File: config.mk
export PLATFORM = sky130hd
export DESIGN_NAME = egnu_queue
export DESIGN_NICKNAME = d
export VERILOG_FILES = /design/src/design/egnu_pkg.sv /design/src/design/egnu_queue.sv
export SDC_FILE = /design/constraint.sdc
export NUM_CORES = 1
export LEC_CHECK = 0
export BUFFER_PORTS_ARGS = -buffer_cell sky130_fd_sc_hd__buf_4
export CORE_ASPECT_RATIO = 1.25
export CORE_MARGIN = 2
export CORE_UTILIZATION = 30
export CTS_CLUSTER_DIAMETER = 30
export DETAILED_ROUTE_END_ITERATION = 12
export GPL_TIMING_DRIVEN = 0
export SETUP_SLACK_MARGIN = 0.05
export SLEW_MARGIN = 20
export SYNTH_ARGS = -nofsm -noshare
export SYNTH_HDL_FRONTEND = slang
export SYNTH_SLANG_ARGS = --single-unit
File: constraint.sdc
create_clock -name i_clk -period 6 [get_ports i_clk]
set_clock_uncertainty 0.05 [all_clocks]
set_input_delay 1.8 -clock i_clk [delete_from_list [all_inputs] [get_ports i_clk]]
set_output_delay 1.8 -clock i_clk [all_outputs]
set_load 0.005 [all_outputs]
File: src/design/egnu_pkg.sv
// Shared types and constants for the eikonal grid node update core.
package egnu_pkg;

    // Field widths of the node item and the result item
    localparam int TIME_BITS     = 32;
    localparam int INDEX_BITS    = 10;
    localparam int CFG_IDX_BITS  = 2;
    localparam int CFG_DATA_BITS = 32;

    // Derived arithmetic widths
    localparam int SUM_BITS  = TIME_BITS + 1;       // a+b or f+min(a,b)
    localparam int PROD_BITS = 2 * TIME_BITS;       // f*f, d*d
    localparam int RAD_BITS  = 2 * TIME_BITS + 2;   // 2f^2-d^2, even width
    localparam int ROOT_BITS = RAD_BITS / 2;        // one root bit per sqrt stage
    localparam int REM_BITS  = ROOT_BITS + 2;       // partial remainder

    // Largest time code, used for an axis with no neighbor and for clipping
    localparam logic [TIME_BITS-1:0] TIME_MAX = '1;

    // Configuration register reset values
    localparam logic [TIME_BITS-1:0]  SLOWNESS_RST = TIME_BITS'(65536);
    localparam logic [INDEX_BITS-1:0] ROW_MAX_RST  = INDEX_BITS'(200);
    localparam logic [INDEX_BITS-1:0] COL_MAX_RST  = INDEX_BITS'(200);

    // Configuration register indexes
    typedef enum logic [CFG_IDX_BITS-1:0] {
        CFG_SLOWNESS = 2'd0,
        CFG_ROW_MAX  = 2'd1,
        CFG_COL_MAX  = 2'd2
    } t_cfg_index;

    // Input item
    typedef struct packed {
        logic [INDEX_BITS-1:0] row;
        logic [INDEX_BITS-1:0] col;
        logic [TIME_BITS-1:0]  prev_row_time;
        logic [TIME_BITS-1:0]  next_row_time;
        logic [TIME_BITS-1:0]  prev_col_time;
        logic [TIME_BITS-1:0]  next_col_time;
    } t_node_in;

    // Result item
    typedef struct packed {
        logic [TIME_BITS-1:0] new_time;
        logic                 two_sided;
        logic                 saturated;
    } t_node_out;

    // Axis minima handed from the front to the back through the queue
    typedef struct packed {
        logic [TIME_BITS-1:0] a;
        logic [TIME_BITS-1:0] b;
    } t_axis_pair;

    // Sideband that rides along the square root pipeline
    typedef struct packed {
        logic [SUM_BITS-1:0] base;
        logic                quad;
    } t_side;

endpackage

File: src/design/egnu_queue.sv
// Two-entry queue between the front end and the arithmetic back end.
module egnu_queue (
    input  logic                  i_clk,
    input  logic                  i_rst_n,
    input  logic                  i_push,
    input  egnu_pkg::t_axis_pair  i_data,
    input  logic                  i_pop,
    output logic                  o_valid,
    output logic                  o_full,
    output egnu_pkg::t_axis_pair  o_data
);

    localparam int DEPTH = 2;
    localparam int PTR_BITS = $clog2(DEPTH);

    egnu_pkg::t_axis_pair  r_mem [DEPTH];
    logic [PTR_BITS-1:0]   r_wr_ptr;
    logic [PTR_BITS-1:0]   r_rd_ptr;
    logic [PTR_BITS:0]     r_count;
    logic                  do_pop;

    assign o_valid = (r_count != '0);
    assign o_full  = (r_count == (PTR_BITS+1)'(DEPTH));
    assign o_data  = r_mem[r_rd_ptr];
    assign do_pop  = i_pop & o_valid;

    // Store the pushed item
    always_ff @(posedge i_clk) begin
        if (i_push) begin
            r_mem[r_wr_ptr] <= i_data;
        end
    end

    // Advance pointers and occupancy
    always_ff @(posedge i_clk) begin
        if (!i_rst_n) begin
            r_wr_ptr <= '0;
            r_rd_ptr <= '0;
            r_count  <= '0;
        end else begin
            if (i_push) begin
                r_wr_ptr <= r_wr_ptr + 1'b1;
            end
            if (do_pop) begin
                r_rd_ptr <= r_rd_ptr + 1'b1;
            end
            if (i_push && !do_pop) begin
                r_count <= r_count + 1'b1;
            end else if (!i_push && do_pop) begin
                r_count <= r_count - 1'b1;
            end
        end
    end

endmodule

Word level (Yosys, flattened, before mapping)
Memories as Yosys holds them, arrays and structs flattened. A register that Yosys moved wholly into a read port is not among the register bits. Cells that the tools add are included.

Word-level logic and storage cells: 22. Input bits: 68. Memories: 1. Output and inout bits: 66. RAM bits: 128. Bits in registers: 4.

Memories: r_mem (depth 2, width 64, rd ports 1, clocked after memory_dff 1, wr ports 1, line egnu_queue.sv:16) `egnu_pkg::t_axis_pair r_mem [DEPTH];`.

Bitwise operators: 1. $add $sub $neg: 4. Muxes and demuxes: 6. Eq/ne operators: 1. Reductions and logical operators: 6.

Operators by type and width (count): $mux W1 (4); $mux W2 (2); $reduce_bool A2 Y1 (2); $add A1 B1 Y1 const B (2); $add A2 B1 Y2 const B (1); $eq A2 B2 Y1 const B (1); $logic_and A1 B1 Y1 (2); $logic_not A1 Y1 (2); $sub A2 B1 Y2 const B (1); $and A1 B1 Y1 (1).

Depth between registers and ports, before layout
Gate-level depths: netlist of run 1.

Word-level depth: 5. Depth in mapped cells: 5. Gate-level depth less buffers: 5.

Least setup slack after synthesis of run 1
OpenSTA, ideal clock, no wires.

Path type: input -> register. Start point: input i_push. End point: memory r_mem[0][0] in the netlist's numbering (enable). Buffers on the path: 0. Required time: 5.455 ns. Cell stages on the path: 1. Path slack: 0.810 ns. Library setup time: 0.495 ns. Arrival time: 4.645 ns. Path through: nor2b_1.

Word-level cells in the longest chain between the ends: 2.

RTL lines: start: declaration (line egnu_queue.sv:5) `input logic i_push,`; $mux W1 (line egnu_queue.sv:29) `if (i_push) begin`; $mux W1 (not written as such) (line egnu_queue.sv:30) `r_mem[r_wr_ptr] <= i_data;`; end: declaration (line egnu_queue.sv:16).

Every way passes these cells.

==> flow_summary.yaml, run 1 <==
layout:
  final_common_cell: "buf_4"
  multi_input_area_um2: 851
  fin_util_pct: 43.5
  layout-drive-gt1-share_pct: 60.9
  syn_to_final_growth_pct: 41.1
  num_antenna_cells: 0
  fillCellCount: 1455
  finish.instance_area_um2: 6820
  regArea_um2: 3940
  final_cell_mix: "139 x buf_4, 128 x edfxtp_1, 64 x mux2_2"
  nets: 446
synth:
  synthAdderAreaFrac_pct: 0.259
  synth_nets: 290
  synth-simple-area-share_pct: 1.16
  synth_top_family_by_area: "multiplexers"
  ys_types: 16
  netlist_area_um2: 4830
  synth_xor_area_share_pct: 0.543
  ys_ff_latch: 133
  synth_cells: 221
  synth-compound-area-share_pct: 0.518
  yosysWarnings: 0
  postSynthAreaPerCell_um2: 21.9
  ys_seq_area_share_pct: 81.6
  synth.area.mux_share_pct: 14.9
drt:
  dr.first_iter.drc_count: 59
  route.detailed.drc: 0
  wl_per_cell_um: 15.2
  wirelength_um: 9150
  via_per_inst: 4.17
  final_antenna_net_count: 0
  vias: 2508
  drt_pre_antenna_iters: 4
timing:
  slew_violations: 0
  finalCriticalPeriod_ns: 3.56
  fmax_mhz: 281
  timing.final.crit_share_pct: 59.3
  slew_headroom_pct: 67.4
  worstMarginPinSlew_ns: 0.488
  hold_viol_final: 0
  hold_ws_ns: 0.491
  setup_viol: 0
  fin_setup_tns_ns: 0
  rsz0062_at_grt: "no"
setup_path:
  worstPathArrival_ns: 1.71
  critPathMaxFanout: 10
  reg2reg_depth: 2
  critPathCaptureType: "primary output"
  path_class: "flop to primary output"
  required_ns: 4.15
  r2r_end: "r_mem[1][54]"
  rr_startpoint: "r_wr_ptr"
  ff2ff_setup_slack_ns: 4.45
  start_kind: "flop"
cts:
  cts.clk_slew.worst_paths_ns: 0.05
  numCtsBuffers: 17
  tritoncts: "yes"
  cts_resized: 0
  post_cts.repair.setup_buffers: 0
  cts_hold_buffers: 0
  cts_max_path_buffers: 2
  cts_root_buf: "clkbuf_16"
  h-tree-depth: 4
  cts.sinks: 133
  clock_latency_ns: 0.41
global_routing:
  grt_pass1_vias: 2848
  antenna_found_initial: 0
  grt_overflow_total: 0
  grt_max_degree: 35
  grt_pass1_wl_um: 14400
  grt_use_total_pct: 11.1
place:
  postPlaceCellArea_um2: 6200
  hpwlAfterDp_um: 6120
  place.port_buffers: 133
  gp_congestion: 0.634
floorplan:
  die-area_um2: 17200
  start_util_pct: 30.8
  io_pins: 134
  die_width_um: 118
  num_rows: 51
  core_area_um2: 15700
  die_h_um: 146
outcome:
  status: "completed"
min_path:
  hp-start: "r_count[1]"
  min_delay_worst_endpoint: "r_count[1]"
  hold_path.class: "flop to flop"
  hold_depth: 2
pwr:
  totalPowerFinal_w: 0.00278
  p_leak_nw: 2.55
  peakVddDrop_uv: 210
  pwr_density_cell_nw_per_um2: 407
flow_run:
  maxCapViolCount: 0
-- power breakdown --
group	total [W]	internal (W)	switching [W]
clock network	0.00109	0.000730	0.000356
logic	0.000588	0.000360	0.000228
registers	0.00110	0.00108	0.0000194
total	0.00278	0.00217	0.000603
-- cells by family after synthesis --
logic type                 Yosys count
AOI/OAI and AO/OA                    4
xor gates and xnor gates             3
adders and majority gates            1
buffers and inverters                7
DFF                                133
muxes                               64
and+or+nand+nor                      9
-- Yosys cell counts, drive strengths merged --
cell type / number / area share (%)
and2: 4 / 0.52
dfxtp: 5 / 2.1
mux2: 64 / 15
o21a: 1 / 0.16
xor2: 1 / 0.18
nor2b: 3 / 0.39
or3: 1 / 0.13
ha: 1 / 0.26
buf: 7 / 1.0
a21boi: 1 / 0.16
edfxtp: 128 / 80
xnor2: 2 / 0.36
or2: 1 / 0.13
o21ai: 2 / 0.21
-- worst max-delay path, cell delays in order, from the launching register on --
cell	delay (ns)
dfxtp_1	0.30
buf_2	0.25
buf_4	0.25
mux2_2	0.36
buf_4	0.14
-- metal layers --
| metal | GRT usage (%) | part of all wire [%] | up-vias |
|---|---|---|---|
| met5 | 0 | 0 | - |
| met4 | 4.88 | 1.2 | 0 |
| met3 | 5.45 | 7.4 | 7 |
| met2 | 19.3 | 52 | 85 |
| met1 | 11.4 | 39 | 1229 |
| li1 | - | - | 1187 |
-- worst max path at each step --
| stage | startpoint | to | slack, ns | depth (start not counted) |
|---|---|---|---|---|
| floorplan | i_push | r_mem[0][0] | 0.81 | 1 |
| global placement | i_push | r_mem[0][1] | -1.10 | 2 |
| detailed placement | flop | o_data[10] | 2.82 | 4 |
| CTS | flop | o_data[10] | 2.36 | 4 |
| global route | flop | o_data[13] | 2.32 | 4 |
| finish | flop | o_data[10] | 2.44 | 4 |
-- per-stage QoR --
step,setup WS (ns),std cells
detailed placement,2.82,570
finish,2.44,601
global route,2.32,601
floorplan,0.810,221
CTS,2.36,601
global placement,-1.10,566
-- registers in the layout, summed over array words and instances, names as in the netlist, named ones only --
register,flops
r_mem,128
r_count,2
r_rd_ptr,1
r_wr_ptr,1
-- final cells by class --
class	instances	area share, %
plain buffers	7	0.734
clock buffers	20	6.40
clock inverters	11	2.68
multi-input cells	81	12.5
flip-flops and latches	133	57.8
well taps	212	3.89
repair buffers	137	16.0
No activity file was read; power rests on OpenSTA's default activity.
==> run 2, diff against run 1 <==
==> constraint.sdc (replaced) <==
create_clock -name i_clk -period 2.9 [get_ports i_clk]
set_clock_uncertainty 0.05 [all_clocks]
set_input_delay 0.87 -clock i_clk [delete_from_list [all_inputs] [get_ports i_clk]]
set_output_delay 0.87 -clock i_clk [all_outputs]
set_load 0.005 [all_outputs]
==> run 2 against run 1 <==
Die area did not move. Largest power group unchanged. Final cell count fell by 0.17%. Register-to-register slack got worse by 3.2 ns. First-iteration DRC count rose by 100%. Core utilization fell by 0.64 points. Critical path type unchanged. Count of clock-buffer cells in the layout rose by 1. Routed wire length rose by 0.75%. Combinational power rose by 110%.
==> flow_summary.yaml, run 2 (synthesis gave the netlist of run 1 again) <==
pwr:
  clkPwrFrac_pct: 34.6
  power.share.sequential_pct: 42.6
  switching_share_pct: 22.8
  p_int_w: 0.00413
  pwr-share-comb_pct: 22.8
  peakVddDrop_uv: 330
  pwr_density_cell_nw_per_um2: 797
  p_leak_nw: 2.50
  power.switching_w: 0.00122
timing:
  hold_ws_ns: 0.483
  worstMarginPinSlew_ns: 0.610
  setup_viol: 0
  layout_setup_ws_ns: 0.290
  slew_violations: 0
  fmax_mhz: 383
  timing.final.crit_share_pct: 90.0
  slew_headroom_pct: 59.3
  finalCriticalPeriod_ns: 2.61
  hold_viol_final: 0
  rsz0062_at_grt: "no"
min_path:
  hold_depth: 2
  hold_path.class: "flop to flop"
  hp-start: "r_count[1]"
  min_delay_worst_endpoint: "r_count[1]"
global_routing:
  grt_pass1_vias: 2766
  grt_pass1_wl_um: 14500
  grt_overflow_total: 0
  antenna_found_initial: 0
  grt_use_total_pct: 11.2
  grt_max_degree: 49
setup_path:
  critPathCaptureType: "primary output"
  critPathMaxFanout: 10
  r2r_end: "r_mem[0][35]"
  cp_slowest_stage_delay_ns: 0.36
  crit_top_cell: "buf_4"
  start_kind: "flop"
  ff2ff_setup_slack_ns: 1.29
  required_ns: 1.98
  cp.buffers_inverters: 3
  cp_slowest_cell: "mux2_2"
  worstPathArrival_ns: 1.69
  crit_chain: "buf_2 > buf_4 > mux2_2 > buf_4"
  path_class: "flop to primary output"
  rr_startpoint: "r_wr_ptr"
  critPathTopFamily: "buffers and inverters"
  reg2reg_depth: 3
floorplan:
  die_width_um: 118
  io_pins: 134
  num_rows: 51
  die-area_um2: 17200
  start_util_pct: 30.8
  core_area_um2: 15700
  die_h_um: 146
cts:
  cts.clk_slew.worst_paths_ns: 0.05
  cts_hold_buffers: 0
  tritoncts: "yes"
  clock_latency_ns: 0.40
  numCtsBuffers: 17
  cts_resized: 0
  cts.sinks: 133
  post_cts.repair.setup_buffers: 0
  h-tree-depth: 4
  cts_root_buf: "clkbuf_16"
  cts_max_path_buffers: 2
drt:
  drt_pre_antenna_iters: 4
  wl_met3_um: 567
  final_antenna_net_count: 0
  vias: 2522
  highest_layer: "met4"
  route.detailed.drc: 0
  dr.first_iter.drc_count: 119
  wl_per_cell_um: 15.4
  wirelength_um: 9220
  via_per_inst: 4.20
  wl_met2_um: 4880
  m1WireLength_um: 3580
outcome:
  status: "completed"
layout:
  max_flop_register: "r_mem"
  reg_top3: "r_mem: 128 flops, r_count: 2 flops"
  layout-drive-gt1-share_pct: 59.8
  largest_register_ffs: 128
  final_common_cell: "buf_4"
  syn_to_final_growth_pct: 39.1
  num_antenna_cells: 0
  final_cell_mix: "139 x buf_4, 128 x edfxtp_1, 64 x mux2_2"
  instances_no_fill: 600
  nets: 446
place:
  placed_cells: 570
  preCtsSetupSlack_ns: 0.573
  place.port_buffers: 133
  hpwlAfterDp_um: 6280
  gp_congestion: 0.647
flow_run:
  maxCapViolCount: 0
[run 2: metal layers]
metal / up-vias / global-route usage, %
li1: 1186 / -
met1: 1240 / 11.4
met2: 82 / 19.6
met3: 14 / 4.51
met4: 0 / 5.60
met5: - / 0
[run 2: area by class of cell]
class	instances	area [µm²]
Clock buffer	21	440
Buffer	7	50.0
Multi-Input combinational cell	81	851
Tap cell	212	265
Clock inverter	9	63.8
Sequential cell	133	3940
Timing Repair Buffer	137	1110
Fill cell	1445	8970
[run 2: how the worst max path moves through the flow]
| stage | end | start | slack (ns) | depth (start not counted) |
|---|---|---|---|---|
| 6_report | o_data[31] | flop | 0.29 | 4 |
| 5_1_grt | o_data[39] | flop | 0.16 | 4 |
| 2_1_floorplan | r_mem[0][0] | i_push | 0.57 | 1 |
| 3_5_place_dp | r_mem[0][30] | i_push | 0.57 | 4 |
| 4_1_cts | o_data[26] | flop | 0.21 | 4 |
| 3_3_place_gp | r_mem[0][58] | i_push | -0.13 | 2 |
[run 2: per-stage QoR]
| stage | cell area, µm² | total power (W) | utilization [%] | TNS [ns] |
|---|---|---|---|---|
| floorplan | 4840 | 0.00295 | - | 0 |
| global placement | 6110 | 0.00353 | 38.9 | -8.25 |
| detailed placement | 6220 | 0.00357 | 39.6 | 0 |
| CTS | 6720 | 0.00545 | 42.8 | 0 |
| global route | 6720 | 0.00561 | 42.8 | 0 |
| finish | 6720 | 0.00536 | 42.8 | 0 |
[run 2: power groups by stage]
| stage | registers, W | logic [W] | clock network, W |
|---|---|---|---|
| finish | 0.00228 | 0.00122 | 0.00185 |
| CTS | 0.00228 | 0.00126 | 0.00191 |
| floorplan | 0.00231 | 0.000637 | 0 |
| global route | 0.00229 | 0.00132 | 0.00200 |
| global placement | 0.00231 | 0.00122 | 0 |
| detailed placement | 0.00232 | 0.00125 | 0 |
[run 2: worst min-delay path, delay by kind of cell (launching register included)]
| kind | cells | cell delay [ns] |
|---|---|---|
| compound gates | 2 | 0.14 |
| flops | 1 | 0.34 |
==> run 3, diff against run 2 <==
--- a/config.mk
+++ b/config.mk
@@ -5,12 +5,13 @@
 export SDC_FILE = /design/constraint.sdc
 export NUM_CORES = 1
 export LEC_CHECK = 0
-export BUFFER_PORTS_ARGS = -buffer_cell sky130_fd_sc_hd__buf_4
+export ABC_CLOCK_PERIOD_IN_PS = 2900
 export CORE_ASPECT_RATIO = 1.25
 export CORE_MARGIN = 2
 export CORE_UTILIZATION = 30
 export CTS_CLUSTER_DIAMETER = 30
 export DETAILED_ROUTE_END_ITERATION = 12
+export DONT_BUFFER_PORTS = 1
 export GPL_TIMING_DRIVEN = 0
 export SETUP_SLACK_MARGIN = 0.05
 export SLEW_MARGIN = 20
==> run 3 against run 2 <==
Final cell count down 22%. First-iteration DRC count down 16%. Sequential power about the same. Non-clock buffer count down 133. Flip-flop and latch count unchanged. Routed wire length down 9.5%. Critical endpoint is now o_data[42]. Largest power group unchanged.
==> flow_summary.yaml, run 3 (synthesis gave the netlist of run 1 again) <==
layout:
  max_flop_register: "r_mem"
  final_cell_mix: "128 x edfxtp_1, 64 x mux2_2, 17 x clkbuf_16"
  syn_to_final_growth_pct: 19.8
  final_common_cell: "edfxtp_1"
  num_antenna_cells: 0
  layout-drive-gt1-share_pct: 41.2
  fillCellCount: 1479
  largest_register_ffs: 128
  nets: 313
  finish.instance_area_um2: 5790
  reg_top3: "r_mem: 128 flops, r_count: 2 flops"
place:
  preCtsSetupSlack_ns: 0.737
  postPlaceCellArea_um2: 5210
  place.port_buffers: 0
  hpwlAfterDp_um: 5770
  gp_congestion: 0.618
global_routing:
  grt_overflow_total: 0
  grt_use_total_pct: 10.3
  grt_pass1_wl_um: 12800
  grt_pass1_vias: 2311
  antenna_found_initial: 0
  grt_max_degree: 38
timing:
  slew_violations: 0
  timing.final.crit_share_pct: 88.1
  layout_setup_ws_ns: 0.345
  rsz0062_at_grt: "no"
  setup_viol: 0
  slew_headroom_pct: 71.3
  fin_setup_tns_ns: 0
  fmax_mhz: 391
  hold_viol_final: 0
  finalCriticalPeriod_ns: 2.56
  worstMarginPinSlew_ns: 0.430
floorplan:
  num_rows: 51
  start_util_pct: 30.8
  core_area_um2: 15700
  die_h_um: 146
  io_pins: 134
  die-area_um2: 17200
  die_width_um: 118
drt:
  via_per_inst: 4.36
  drt_pre_antenna_iters: 4
  vias: 2043
  wirelength_um: 8340
  dr.first_iter.drc_count: 100
  route.detailed.drc: 0
  wl_per_cell_um: 17.8
  final_antenna_net_count: 0
cts:
  cts.sinks: 133
  cts_resized: 0
  numCtsBuffers: 17
  cts_hold_buffers: 0
  cts.clk_slew.worst_paths_ns: 0.05
  cts_max_path_buffers: 2
  clock_latency_ns: 0.40
  tritoncts: "yes"
  post_cts.repair.setup_buffers: 0
  cts_root_buf: "clkbuf_16"
  h-tree-depth: 4
setup_path:
  worstPathArrival_ns: 1.64
  start_kind: "flop"
  required_ns: 1.98
  critPathCaptureType: "primary output"
  path_class: "flop to primary output"
  critPathMaxFanout: 10
pwr:
  pwr_density_cell_nw_per_um2: 886
  p_leak_nw: 1.89
  peakVddDrop_uv: 350
outcome:
  status: "completed"
flow_run:
  maxCapViolCount: 0
min_path:
  hold_path.class: "flop to flop"
run 3: cell types whose count changed in the layout (fill, tap and decap cells not counted), sizes merged:
cell      change
bufinv        +1
clkinvlp      +2
clkinv        -4
buf         -133
clkbuf        +3
run 3: area by class of cell:
type	count	area, µm²	area share, %
well taps	212	265	4.58
plain buffers	7	50.0	0.864
multi-input cells	81	851	14.7
flip-flops and latches	133	3940	68.1
repair buffers	4	103	1.77
clock buffers	24	482	8.32
clock inverters	8	98.8	1.71
run 3: worst paths after layout:
| path | from | to | slack [ns] | cells past startpoint |
|---|---|---|---|---|
| max | flop | o_data[42] | 0.34 | 3 |
| min | r_count[1] | r_count[1] | 0.47 | 2 |
| max reg2reg | r_wr_ptr | r_mem[1][50] | 1.40 | 2 |
| min reg2reg | r_count[1] | r_count[1] | 0.47 | 2 |
run 3: power breakdown:
part / internal (W) / switching [W] / total (W)
Sequential: 0.00224 / 0.0000400 / 0.00228
Combinational: 0.000406 / 0.000390 / 0.000796
Clock: 0.00133 / 0.000728 / 0.00206
Total: 0.00398 / 0.00116 / 0.00513
run 3: metal layers:
metal	part of all wire [%]	global-route usage [%]	up-vias
met5	0	0	-
met4	1.8	5.24	0
met3	10	6.39	12
met2	55	18.3	86
met1	33	8.82	1026
li1	-	-	919
run 3: worst max-delay path, cell delays in order, from the launching register on:
cell	delay, ns
dfxtp_1	0.30
buf_2	0.27
buf_4	0.26
mux2_2	0.40
run 3: through the flow:
| stage | total power, W | utilization (%) | instances | hold slack [ns] |
|---|---|---|---|---|
| floorplan | 0.00295 | - | 221 | 0.424 |
| global placement | 0.00311 | 32.5 | 433 | 0.452 |
| detailed placement | 0.00314 | 33.2 | 437 | 0.463 |
| CTS | 0.00524 | 36.9 | 469 | 0.473 |
| global route | 0.00536 | 36.9 | 469 | 0.475 |
| finish | 0.00513 | 36.9 | 469 | 0.467 |
