$ cat src/design/egnu_pkg.sv
// Shared types and constants for the eikonal grid node update core.
package egnu_pkg;

    // Field widths of the node item and the result item
    localparam int TIME_BITS     = 32;
    localparam int INDEX_BITS    = 10;
    localparam int CFG_IDX_BITS  = 2;
    localparam int CFG_DATA_BITS = 32;

    // Derived arithmetic widths
    localparam int SUM_BITS  = TIME_BITS + 1;       // a+b or f+min(a,b)
    localparam int PROD_BITS = 2 * TIME_BITS;       // f*f, d*d
    localparam int RAD_BITS  = 2 * TIME_BITS + 2;   // 2f^2-d^2, even width
    localparam int ROOT_BITS = RAD_BITS / 2;        // one root bit per sqrt stage
    localparam int REM_BITS  = ROOT_BITS + 2;       // partial remainder

    // Largest time code, used for an axis with no neighbor and for clipping
    localparam logic [TIME_BITS-1:0] TIME_MAX = '1;

    // Configuration register reset values
    localparam logic [TIME_BITS-1:0]  SLOWNESS_RST = TIME_BITS'(65536);
    localparam logic [INDEX_BITS-1:0] ROW_MAX_RST  = INDEX_BITS'(200);
    localparam logic [INDEX_BITS-1:0] COL_MAX_RST  = INDEX_BITS'(200);

    // Configuration register indexes
    typedef enum logic [CFG_IDX_BITS-1:0] {
        CFG_SLOWNESS = 2'd0,
        CFG_ROW_MAX  = 2'd1,
        CFG_COL_MAX  = 2'd2
    } t_cfg_index;

    // Input item
    typedef struct packed {
        logic [INDEX_BITS-1:0] row;
        logic [INDEX_BITS-1:0] col;
        logic [TIME_BITS-1:0]  prev_row_time;
        logic [TIME_BITS-1:0]  next_row_time;
        logic [TIME_BITS-1:0]  prev_col_time;
        logic [TIME_BITS-1:0]  next_col_time;
    } t_node_in;

    // Result item
    typedef struct packed {
        logic [TIME_BITS-1:0] new_time;
        logic                 two_sided;
        logic                 saturated;
    } t_node_out;

    // Axis minima handed from the front to the back through the queue
    typedef struct packed {
        logic [TIME_BITS-1:0] a;
        logic [TIME_BITS-1:0] b;
    } t_axis_pair;

    // Sideband that rides along the square root pipeline
    typedef struct packed {
        logic [SUM_BITS-1:0] base;
        logic                quad;
    } t_side;

endpackage

$ cat src/design/egnu_front.sv
// Front end: accepts node items and reduces the four neighbors to axis minima.
module egnu_front (
    input  logic                               i_start,
    input  logic                               i_full,
    input  egnu_pkg::t_node_in                 i_item,
    input  logic [egnu_pkg::INDEX_BITS-1:0]    i_row_max,
    input  logic [egnu_pkg::INDEX_BITS-1:0]    i_col_max,
    output logic                               o_busy,
    output logic                               o_push,
    output egnu_pkg::t_axis_pair               o_pair
);

    logic [egnu_pkg::TIME_BITS-1:0] row_prev;
    logic [egnu_pkg::TIME_BITS-1:0] col_prev;
    logic [egnu_pkg::TIME_BITS-1:0] row_min;
    logic [egnu_pkg::TIME_BITS-1:0] col_min;

    // Stall the caller only when the queue has no room
    assign o_busy = i_full;
    assign o_push = i_start & ~i_full;

    // Drop neighbors that lie outside the grid, then take each axis minimum
    always_comb begin
        row_prev = (i_item.row != '0) ? i_item.prev_row_time : egnu_pkg::TIME_MAX;
        col_prev = (i_item.col != '0) ? i_item.prev_col_time : egnu_pkg::TIME_MAX;
        row_min  = row_prev;
        col_min  = col_prev;
        if (i_item.row < i_row_max && i_item.next_row_time < row_prev) begin
            row_min = i_item.next_row_time;
        end
        if (i_item.col < i_col_max && i_item.next_col_time < col_prev) begin
            col_min = i_item.next_col_time;
        end
        o_pair.a = row_min;
        o_pair.b = col_min;
    end

endmodule

$ cat config.mk
export PLATFORM = sky130hd
export DESIGN_NAME = egnu_front
export DESIGN_NICKNAME = d
export VERILOG_FILES = /design/src/design/egnu_pkg.sv /design/src/design/egnu_front.sv
export SDC_FILE = /design/constraint.sdc
export NUM_CORES = 1
export LEC_CHECK = 0
export BUFFER_PORTS_ARGS = -buffer_cell sky130_fd_sc_hd__buf_2
export CAP_MARGIN = 40
export CORE_MARGIN = 4
export CORE_UTILIZATION = 44
export DETAILED_ROUTE_END_ITERATION = 6
export GPL_TIMING_DRIVEN = 0
export PLACE_DENSITY_LB_ADDON = 0.25
export REMOVE_ABC_BUFFERS = 1
export SYNTH_ARGS = -nofsm -noshare
export SYNTH_HDL_FRONTEND = slang
export SYNTH_SLANG_ARGS = --single-unit
$ cat constraint.sdc
create_clock -name vclk -period 6.6
set_clock_uncertainty 0.1 [all_clocks]
set_input_delay 0.33 -clock vclk [all_inputs]
set_output_delay 0.33 -clock vclk [all_outputs]
set_load 0.05 [all_outputs]
---- After elaboration in Yosys (flattened, before gate mapping) ----
Cells that the tools add are included.
storage, ports and cells
  register bits ........................... 0
  output and inout port bits .............. 66
  word-level logic and storage cells ...... 14
cells by class
  bitwise gates (word level) .............. 2
  magnitude comparators ................... 4
  reductions and logical operators ........ 4
  mux-type cells .......................... 4
operator list
  operator                     count
  32-bit 2-to-1 mux            4
  32-bit less-than comparator  2
  10-bit less-than comparator  2
  10-bit nonzero test          2
  1-bit logical AND            2
  1-bit bitwise AND            1
  1-bit NOT                    1

---- Depth between registers and ports, before layout ----
Gate-level depths: netlist (run 1).
  depth after elaboration ................. 5
  gate-level depth with buffers ........... 13
  mapped depth without buffers ............ 10

---- Least setup slack after synthesis (run 1) ----
Ideal clock, no wire load.
  kind .................................... input port to output port
  from .................................... input port i_item[133] in the netlist's numbering
  to ...................................... output port o_pair[10] in the netlist's numbering
  slack ................................... 1.966 ns
  cell stages on the path ................. 13
  required time ........................... 6.170 ns
  arrival ................................. 4.204 ns
  cells stage by stage .................... or4_1 > nor4_2 > clkbuf_1 > nor2_1 > ha_1 > a21oi_1 > nand2_1 > a221o_1 > a2111oi_0 > o211a_1 > buf_2 > buf_4 > mux2i_1
RTL lines
  what                line              RTL
  start: declaration  egnu_front.sv:5   input egnu_pkg::t_node_in i_item,
  end: declaration    egnu_front.sv:10  output egnu_pkg::t_axis_pair o_pair

==> key figures, run 1 <==
Outcome
  • Status: complete, no violations

Global routing
  • Pin count of the biggest net entering global routing: 25
  • Initial antenna violation count: 0
  • First-pass GRT wire length: 16400 µm
  • Remaining global-route overflow: 0
  • Vias in the first global route: 3847
  • GR Util All Layers: 0.223

Power
  • Sequential power share: 0
  • Switching share of power: 0.659
  • P_sw: 0.000336 W
  • Power per cell area: 116 mW/mm²
  • Pwr Total: 0.000509 W
  • Peak VDD IR: 0.0719 mV
  • Int Pwr: 0.000173 W
  • Leakage power total: 2.71 nW
  • Clock Power Share: 0
  • Comb power frac: 1.000

Cells and area
  • Fin util: 0.643
  • Share of cells above drive strength 1: 0.379
  • Register area: 0 µm²
  • Layout clock buffer count: 0
  • Seq_cells: 0
  • Area delta synth->final: 42.0%
  • Design area: 0.00439 mm²
  • Nets@finish: 912
  • # diodes: 0

Placed design
  • Port Buffers: 236
  • Placed Area: 0.00439 mm²
  • Final HPWL DP: 9320 µm
  • Final RePlAce weighted congestion: 0.813

Timing
  • Final Slew Violations: 0
  • Tmin final: 5.27 ns
  • Worst Max-Slew Pin Slew: 0.932 ns
  • Achievable Freq: 190 MHz
  • Worst slew margin: 0.374
  • Hold Vio Cnt, Final: 0
  • Endpoints failing setup: 0
  • Unrepaired setup endpoints after global routing: no
  • Crit share post-route: 0.798

Routing
  • DRT Pass-1 Iters: 4
  • Vias: 3774
  • Routed Antenna Nets: 0
  • Via density: 4.99
  • Initial DRC Count: 47
  • # DRC: 0
  • Final WL: 10100 µm
  • Mean routed wirelength per cell: 13.4 µm

Synth
  • Adder-Cell Fraction of Synth Area: 0.323
  • Warnings, synthesis: 0
  • Cell count after synthesis: 432
  • Netlist cell types: 41
  • Syn_area_per_cell: 7.16 µm²
  • Largest family of logic cells by synthesized area: adder cells
  • Synth Area in Compound Gates: 0.145
  • Simple-Gate Fraction of Synth Area: 0.192
  • Sequential area share after synthesis: 0
  • Post-synthesis mux area share: 0.207
  • XOR/XNOR Fraction of Synth Area: 0
  • Post-Syn Area: 0.00309 mm²

Floorplanning
  • IO Count: 236
  • Rows: 30
  • DIE AREA: 0.00844 mm²
  • Die width: 91.9 µm
  • Initial Util: 0.453
  • Core area: 0.00683 mm²
  • Die Ht: 91.9 µm

Setup path
  • Buffers and inverters on the worst path: 5
  • Critical Path RT: 6.17 ns
  • Critical path class: in -> out
  • CP Max Fanout: 18
  • CP Launch Type: input port
  • CP max stage cell: nor4_4
  • Worst path top cell family by delay: simple AND/OR/NAND/NOR gates
  • CP Capture Type: primary output
  • CP peak stage delay: 0.86 ns
  • Critical Path AT: 4.84 ns
  • CP cell instances: buf_2, or4_4, nor4_4, buf_6, nor2_1, ha_1, a21oi_1, o21ai_0, a22oi_1, o2111ai_1, nor4_4, buf_8, buf_6, mux2i_1, buf_2

Hold path
  • Min-delay src: i_full
  • Hold EP: o_busy
  • Hold path depth: 2
  • Min-delay worst type: in -> out

Job
  • # Max-Cap Violations: 0

Clocking
  • Post-CTS resize count: 0
  • Post-CTS Hold Buffers: 0
  • Post-CTS Setup Bufs: 0
cell type report:
| class | count | area, µm² |
|---|---|---|
| timing repair buffer | 242 | 1260 |
| tap | 96 | 120 |
| multi-input combinational | 334 | 2690 |
| fill | 640 | 2440 |
| inverter | 84 | 315 |
through the flow:
step	setup TNS [ns]	cells	hold slack (ns)	setup slack, ns
2_1_floorplan	0	418	0.560	0.484
3_3_place_gp	-8.47	750	0.861	-0.302
3_5_place_dp	0	756	0.866	1.32
4_1_cts	0	756	0.866	1.31
5_1_grt	0	756	0.872	1.01
6_report	0	756	0.865	1.33
worst max-delay path by stage:
stage	startpoint	to	slack [ns]	cells after the start
floorplan	i_item[133]	o_pair[0]	0.48	10
global placement	i_item[133]	o_pair[14]	-0.30	12
detailed placement	i_item[144]	o_pair[36]	1.32	15
CTS	i_item[144]	o_pair[36]	1.31	15
global route	i_item[144]	o_pair[38]	1.01	15
finish	i_item[144]	o_pair[32]	1.33	15
cell usage after synthesis (all sizes together) (3+ instances only):
library cell  count  area share
a2111oi           3      0.0085
a211oi            4       0.015
a21o              6       0.015
a21oi            26       0.042
and4              5       0.014
buf              11       0.027
clkbuf            3      0.0036
ha               80        0.32
inv              84        0.10
mux2i            64        0.21
nand2            22       0.027
nand2b            3      0.0061
nand3             5      0.0081
nand4             6       0.012
nor2             71       0.086
nor4              4       0.020
o2111ai           4       0.011
o21a              3      0.0073
o21ai             9       0.015
or4               5       0.013
kinds of logic (layout without fill, tap and decap cells):
group	count (synthesis)	count (layout)
multiplexers	64	64
adder cells (fa/ha/maj)	80	80
AO/OA/AOI/OAI	66	66
buffers and inverters	98	326
AND/OR/NAND/NOR	124	124
cells in the final DEF (no fill, tap or decap), types with 3 or more instances in the layout:
cell type  count
buf_2        236
inv_1         84
ha_1          80
nor2_1        71
mux2i_1       64
a21oi_1       26
nand2_1       22
o21ai_0        9
a21o_1         6
nand4_1        6
nand3_1        5
and4_1         5
or4_1          4
o2111ai_1      4
nor4_4         3
o21a_1         3
nand2b_1       3
a2111oi_0      3
buf_6          3
power by group through the flow:
stage          Clock, W  Sequential [W]  Combinational, W
5_1_grt               0               0          0.000550
2_1_floorplan         0               0          0.000357
6_report              0               0          0.000509
4_1_cts               0               0          0.000512
3_5_place_dp          0               0          0.000510
3_3_place_gp          0               0          0.000494
layer usage:
metal,up-vias,track usage,wire length [µm],share of wire
met2,140,0.441,5220,0.52
met4,0,0.0210,101,0.010
met5,-,0,0,0
met3,8,0.0345,774,0.077
met1,1667,0.258,4010,0.40
li1,1959,-,-,-
(Power assumes the default switching activity.)
==> run 2, diff against run 1 <==
--- a/config.mk
+++ b/config.mk
@@ -8,7 +8,7 @@
 export BUFFER_PORTS_ARGS = -buffer_cell sky130_fd_sc_hd__buf_2
 export CAP_MARGIN = 40
 export CORE_MARGIN = 4
-export CORE_UTILIZATION = 44
+export CORE_UTILIZATION = 39
 export DETAILED_ROUTE_END_ITERATION = 6
 export GPL_TIMING_DRIVEN = 0
 export PLACE_DENSITY_LB_ADDON = 0.25
==> constraint.sdc (replaced) <==
create_clock -name vclk -period 4.5
set_clock_uncertainty 0.1 [all_clocks]
set_input_delay 0.225 -clock vclk [all_inputs]
set_output_delay 0.225 -clock vclk [all_outputs]
set_load 0.05 [all_outputs]
==> key figures, run 2 (synthesis gave the netlist of run 1 again) <==
Outcome
  • Status: complete, no violations (unchanged)

Power
  • Sequential power share: 0 (about the same)
  • Int Pwr: 0.000271 W (was 0.000173 W)
  • P_sw: 0.000497 W (was 0.000336 W)
  • Comb power frac: 1.000 (about the same)
  • Switching share of power: 0.648 (was 0.659)
  • Leakage power total: 2.78 nW (was 2.71 nW)
  • Clock Power Share: 0 (about the same)
  • Peak VDD IR: 0.115 mV (was 0.0719 mV)
  • Power per cell area: 170 mW/mm² (was 116 mW/mm²)

Routing
  • Vias: 3810 (was 3774)
  • Routed Antenna Nets: 0 (unchanged)
  • DRT Pass-1 Iters: 4 (unchanged)
  • Via density: 4.92 (was 4.99)
  • Final WL: 10300 µm (was 10100 µm)
  • Initial DRC Count: 68 (was 47)
  • Mean routed wirelength per cell: 13.3 µm (was 13.4 µm)
  • # DRC: 0 (unchanged)

Timing
  • Worst Max-Slew Pin Slew: 0.541 ns (was 0.932 ns)
  • Unrepaired setup endpoints after global routing: no (unchanged)
  • Worst slew margin: 0.636 (was 0.374)
  • Final Slew Violations: 0 (unchanged)
  • Hold Vio Cnt, Final: 0 (unchanged)
  • Crit share post-route: 0.948
  • Tmin final: 4.27 ns
  • Achievable Freq: 234 MHz
  • Endpoints failing setup: 0 (unchanged)

Floorplanning
  • DIE AREA: 0.00942 mm² (was 0.00844 mm²)
  • Core area: 0.00773 mm² (was 0.00683 mm²)
  • Initial Util: 0.400 (was 0.453)
  • IO Count: 236 (unchanged)
  • Die Ht: 97.1 µm (was 91.9 µm)
  • Die width: 97.1 µm (was 91.9 µm)
  • Rows: 32 (was 30)

Setup path
  • Crit path from: i_item[133] (was i_item[144])
  • Buffers and inverters on the worst path: 5 (unchanged)
  • Worst path top cell family by delay: simple AND/OR/NAND/NOR gates (unchanged)
  • Critical path class: in -> out (unchanged)
  • Cell count along the critical path: 15 (unchanged)
  • CP peak stage delay: 0.57 ns (was 0.86 ns)
  • CP Launch Type: input port (unchanged)
  • CP Capture Type: primary output (unchanged)
  • Critical Path RT: 4.18 ns (was 6.17 ns)
  • CP max stage cell: or4_1 (was nor4_4)
  • Crit path to: o_pair[9] (was o_pair[32])
  • CP Max Fanout: 8 (was 18)
  • CP cell instances: buf_2, or4_1, nor4_4, buf_4, buf_4, nor2_1, ha_1, and4_1, nand4_1, nor3_1, o2111ai_1, o211a_4, buf_4, mux2i_1, buf_2 (was buf_2, or4_4, nor4_4, buf_6, nor2_1, ha_1, a21oi_1, o21ai_0, a22oi_1, o2111ai_1, nor4_4, buf_8, buf_6, mux2i_1, buf_2)
  • CP dominant cell by count: buf_4
  • Critical Path AT: 3.94 ns (was 4.84 ns)

Cells and area
  • Share of cells above drive strength 1: 0.391 (was 0.379)
  • Seq_cells: 0 (unchanged)
  • Fin util: 0.586 (was 0.643)
  • Nets@finish: 924 (was 912)
  • Design area: 0.00453 mm² (was 0.00439 mm²)
  • Area delta synth->final: 46.3% (was 42.0%)
  • Layout clock buffer count: 0 (unchanged)
  • Fillers: 741 (was 640)
  • Multi-input gate area in the final layout: 0.00271 mm² (was 0.00269 mm²)
  • # diodes: 0 (unchanged)
  • Commonest non-fill, non-tap cells in the layout: buf_2 (236), inv_1 (84), ha_1 (80) (unchanged)
  • Register area: 0 µm² (unchanged)
  • Most common cell after layout, fill and taps aside: buf_2 (unchanged)

Global routing
  • Remaining global-route overflow: 0 (unchanged)
  • Vias in the first global route: 3907 (was 3847)
  • Pin count of the biggest net entering global routing: 21 (was 25)
  • GR Util All Layers: 0.206 (was 0.223)
  • First-pass GRT wire length: 17100 µm (was 16400 µm)
  • Initial antenna violation count: 0 (unchanged)

Placed design
  • Port Buffers: 236 (unchanged)
  • Final HPWL DP: 9390 µm (was 9320 µm)
  • Placed Area: 0.00442 mm² (was 0.00439 mm²)
  • Final RePlAce weighted congestion: 0.966 (was 0.813)

Clocking
  • Post-CTS Hold Buffers: 0 (unchanged)

Job
  • # Max-Cap Violations: 0 (unchanged)

Hold path
  • Min-delay worst type: in -> out (unchanged)
## run 2: cell types whose count changed in the layout (fill, tap and decap cells not counted), sizes merged
cell	change
buf	+12
## run 2: final cells by class
cell class | instances | area share
multi-input cells | 334 | 0.598
repair buffers | 254 | 0.305
inverters | 84 | 0.0696
well taps | 102 | 0.0282
## run 2: per-stage QoR
stage                     hold WS (ns)  setup WS (ns)  TNS, ns  cells  power (W)
after floorplan                  0.350          -1.41   -79.79    418   0.000523
after detailed placement         0.653         -0.560   -22.02    763   0.000748
final                            0.652          0.232        0    774   0.000768
after global routing             0.665         0.0102        0    774   0.000831
after CTS                        0.653         0.0434        0    773   0.000770
after global placement           0.652          -2.30  -132.69    756   0.000725
## run 2: power by group through the flow
| stage | clock network (W) | logic [W] | registers [W] |
|---|---|---|---|
| final | 0 | 0.000768 | 0 |
| after CTS | 0 | 0.000770 | 0 |
| after floorplan | 0 | 0.000523 | 0 |
| after global routing | 0 | 0.000831 | 0 |
| after detailed placement | 0 | 0.000748 | 0 |
| after global placement | 0 | 0.000725 | 0 |
## run 2: how the worst min path moves through the flow
stage                      start      to  slack (ns)  cells after the start
after global placement    i_full  o_busy        0.65                      2
after CTS                 i_full  o_busy        0.65                      2
after global routing      i_full  o_busy        0.67                      2
after detailed placement  i_full  o_busy        0.65                      2
after floorplan           i_full  o_busy        0.35                      0
final                     i_full  o_busy        0.65                      2
## run 2: timing repair
item                                    CTS  global route
gates cloned                              0             0
pin swaps                                 3             1
setup buffers                            10             1
endpoints found under the setup margin   64            63
resized for setup                         1             2
## run 2: metal layers
layer  GRT usage  vias to the layer above  wire length (µm)
met5           0                        -                 0
met4      0.0259                        0               110
met3      0.0302                        8               778
met2       0.396                      132              5240
met1       0.244                     1682              4160
li1            -                     1988                 -
==> run 3, diff against run 2 <==
--- a/config.mk
+++ b/config.mk
@@ -12,7 +12,7 @@
 export DETAILED_ROUTE_END_ITERATION = 6
 export GPL_TIMING_DRIVEN = 0
 export PLACE_DENSITY_LB_ADDON = 0.25
-export REMOVE_ABC_BUFFERS = 1
+export SLEW_MARGIN = 20
 export SYNTH_ARGS = -nofsm -noshare
 export SYNTH_HDL_FRONTEND = slang
 export SYNTH_SLANG_ARGS = --single-unit
==> key figures, run 3 (synthesis gave the netlist of run 1 again) <==
Outcome
  • Status: complete, no violations (unchanged)

Placed design
  • Final HPWL DP: 9600 µm (was 9390 µm)
  • Placed Area: 0.00440 mm² (was 0.00442 mm²)
  • Placed insts: 770 (was 763)
  • Pre-CTS setup slack: -0.275 ns (was -0.560 ns)
  • Port Buffers: 236 (unchanged)
  • Final RePlAce weighted congestion: 0.969 (was 0.966)

Cells and area
  • Layout clock buffer count: 0 (unchanged)
  • # diodes: 0 (unchanged)
  • Seq_cells: 0 (unchanged)
  • Area delta synth->final: 45.5% (was 46.3%)
  • Nets@finish: 922 (was 924)
  • Commonest non-fill, non-tap cells in the layout: buf_2 (215), inv_1 (84), ha_1 (80) (was buf_2 (236), inv_1 (84), ha_1 (80))
  • Design area: 0.00450 mm² (was 0.00453 mm²)
  • Share of cells above drive strength 1: 0.387 (was 0.391)
  • Final Non-Filler Cells: 772 (was 774)
  • Most common cell after layout, fill and taps aside: buf_2 (unchanged)
  • Register area: 0 µm² (unchanged)

Routing
  • DRT Pass-1 Iters: 5 (was 4)
  • Mean routed wirelength per cell: 13.6 µm (was 13.3 µm)
  • Vias: 3871 (was 3810)
  • # DRC: 0 (unchanged)
  • Via density: 5.01 (was 4.92)
  • Initial DRC Count: 74 (was 68)
  • Routed Antenna Nets: 0 (unchanged)
  • Final WL: 10500 µm (was 10300 µm)

Timing
  • Final worst setup slack: 0.142 ns (was 0.232 ns)
  • Worst slew margin: 0.678 (was 0.636)
  • Final Slew Violations: 0 (unchanged)
  • Total Neg Setup Slack: 0 ns (unchanged)
  • Unrepaired setup endpoints after global routing: yes (was no)
  • Worst Max-Slew Pin Slew: 0.480 ns (was 0.541 ns)
  • Hold Vio Cnt, Final: 0 (unchanged)
  • Crit share post-route: 0.968 (was 0.948)
  • Tmin final: 4.36 ns (was 4.27 ns)
  • Endpoints failing setup: 0 (unchanged)
  • Achievable Freq: 229 MHz (was 234 MHz)

Power
  • Leakage power total: 2.77 nW (was 2.78 nW)
  • Power per cell area: 169 mW/mm² (was 170 mW/mm²)
  • Peak VDD IR: 0.111 mV (was 0.115 mV)
  • Pwr Total: 0.000759 W (was 0.000768 W)

Floorplanning
  • Die width: 97.1 µm (unchanged)
  • IO Count: 236 (unchanged)
  • Core area: 0.00773 mm² (unchanged)
  • Rows: 32 (unchanged)
  • Die Ht: 97.1 µm (unchanged)
  • DIE AREA: 0.00942 mm² (unchanged)
  • Initial Util: 0.400 (unchanged)

Global routing
  • Remaining global-route overflow: 0 (unchanged)
  • Pin count of the biggest net entering global routing: 11 (was 21)
  • Initial antenna violation count: 0 (unchanged)
  • First-pass GRT wire length: 16800 µm (was 17100 µm)
  • GR Util All Layers: 0.203 (was 0.206)
  • Vias in the first global route: 3832 (was 3907)

Hold path
  • Min-delay worst type: in -> out (unchanged)

Clocking
  • Post-CTS Hold Buffers: 0 (unchanged)

Setup path
  • CP Capture Type: primary output (unchanged)
  • Crit path from: i_item[133] (unchanged)
  • Critical Path AT: 4.03 ns (was 3.94 ns)
  • CP Max Fanout: 10 (was 8)
  • CP Launch Type: input port (unchanged)
  • Critical path class: in -> out (unchanged)
  • Critical Path RT: 4.18 ns (about the same)
  • Crit path to: o_pair[3] (was o_pair[9])

Synth
  • Syn_nets: 682

Job
  • # Max-Cap Violations: 0 (unchanged)
[run 3: what timing repair did]
action | CTS | global route
setup buffers | 0 | 2
pin swaps | 0 | 1
resized for setup | 4 | 39
endpoints found under the setup margin | 31 | 30
endpoints found under the hold margin | 0 | 0
cloned | 0 | 0
[run 3: through the flow]
step / hold slack, ns / utilization
after floorplan: 0.517 / -
after global placement: 0.668 / 0.570
after detailed placement: 0.676 / 0.570
after CTS: 0.675 / 0.572
after global routing: 0.691 / 0.583
final: 0.674 / 0.583
[run 3: area by class of cell]
cell class,count,area [µm²]
multi-input cells,334,2690
repair buffers,238,1260
inverters,84,315
fillers,735,3220
well taps,102,128
plain buffers,14,108
[run 3: how the worst min path moves through the flow]
| stage | from | to | slack, ns | depth (start not counted) |
|---|---|---|---|---|
| CTS | i_full | o_push | 0.67 | 3 |
| detailed placement | i_full | o_push | 0.68 | 3 |
| floorplan | i_full | o_busy | 0.52 | 1 |
| finish | i_full | o_push | 0.67 | 3 |
| global route | i_full | o_push | 0.69 | 3 |
| global placement | i_full | o_push | 0.67 | 3 |
[run 3: where the power goes]
group          internal (W)  switching, W
Clock                     0             0
Combinational      0.000268      0.000491
Sequential                0             0
[run 3: metal layers]
metal  up-vias  track usage  wire (µm)
met4         0       0.0302        173
met2       158        0.396       5330
li1       1982            -          -
met5         -            0          0
met1      1715        0.233       4170
met3        16       0.0345        815
[run 3: worst max-delay path, cell delays in order]
cell,delay [ns]
buf_2,0.11
or4_1,0.59
nor4_4,0.29
buf_4,0.18
buf_4,0.18
nor2_1,0.07
ha_1,0.31
a21oi_1,0.17
nand2_1,0.08
a221o_1,0.35
a2111oi_1,0.39
o211a_1,0.20
buf_2,0.15
buf_4,0.23
mux2i_1,0.24
clkbuf_4,0.27
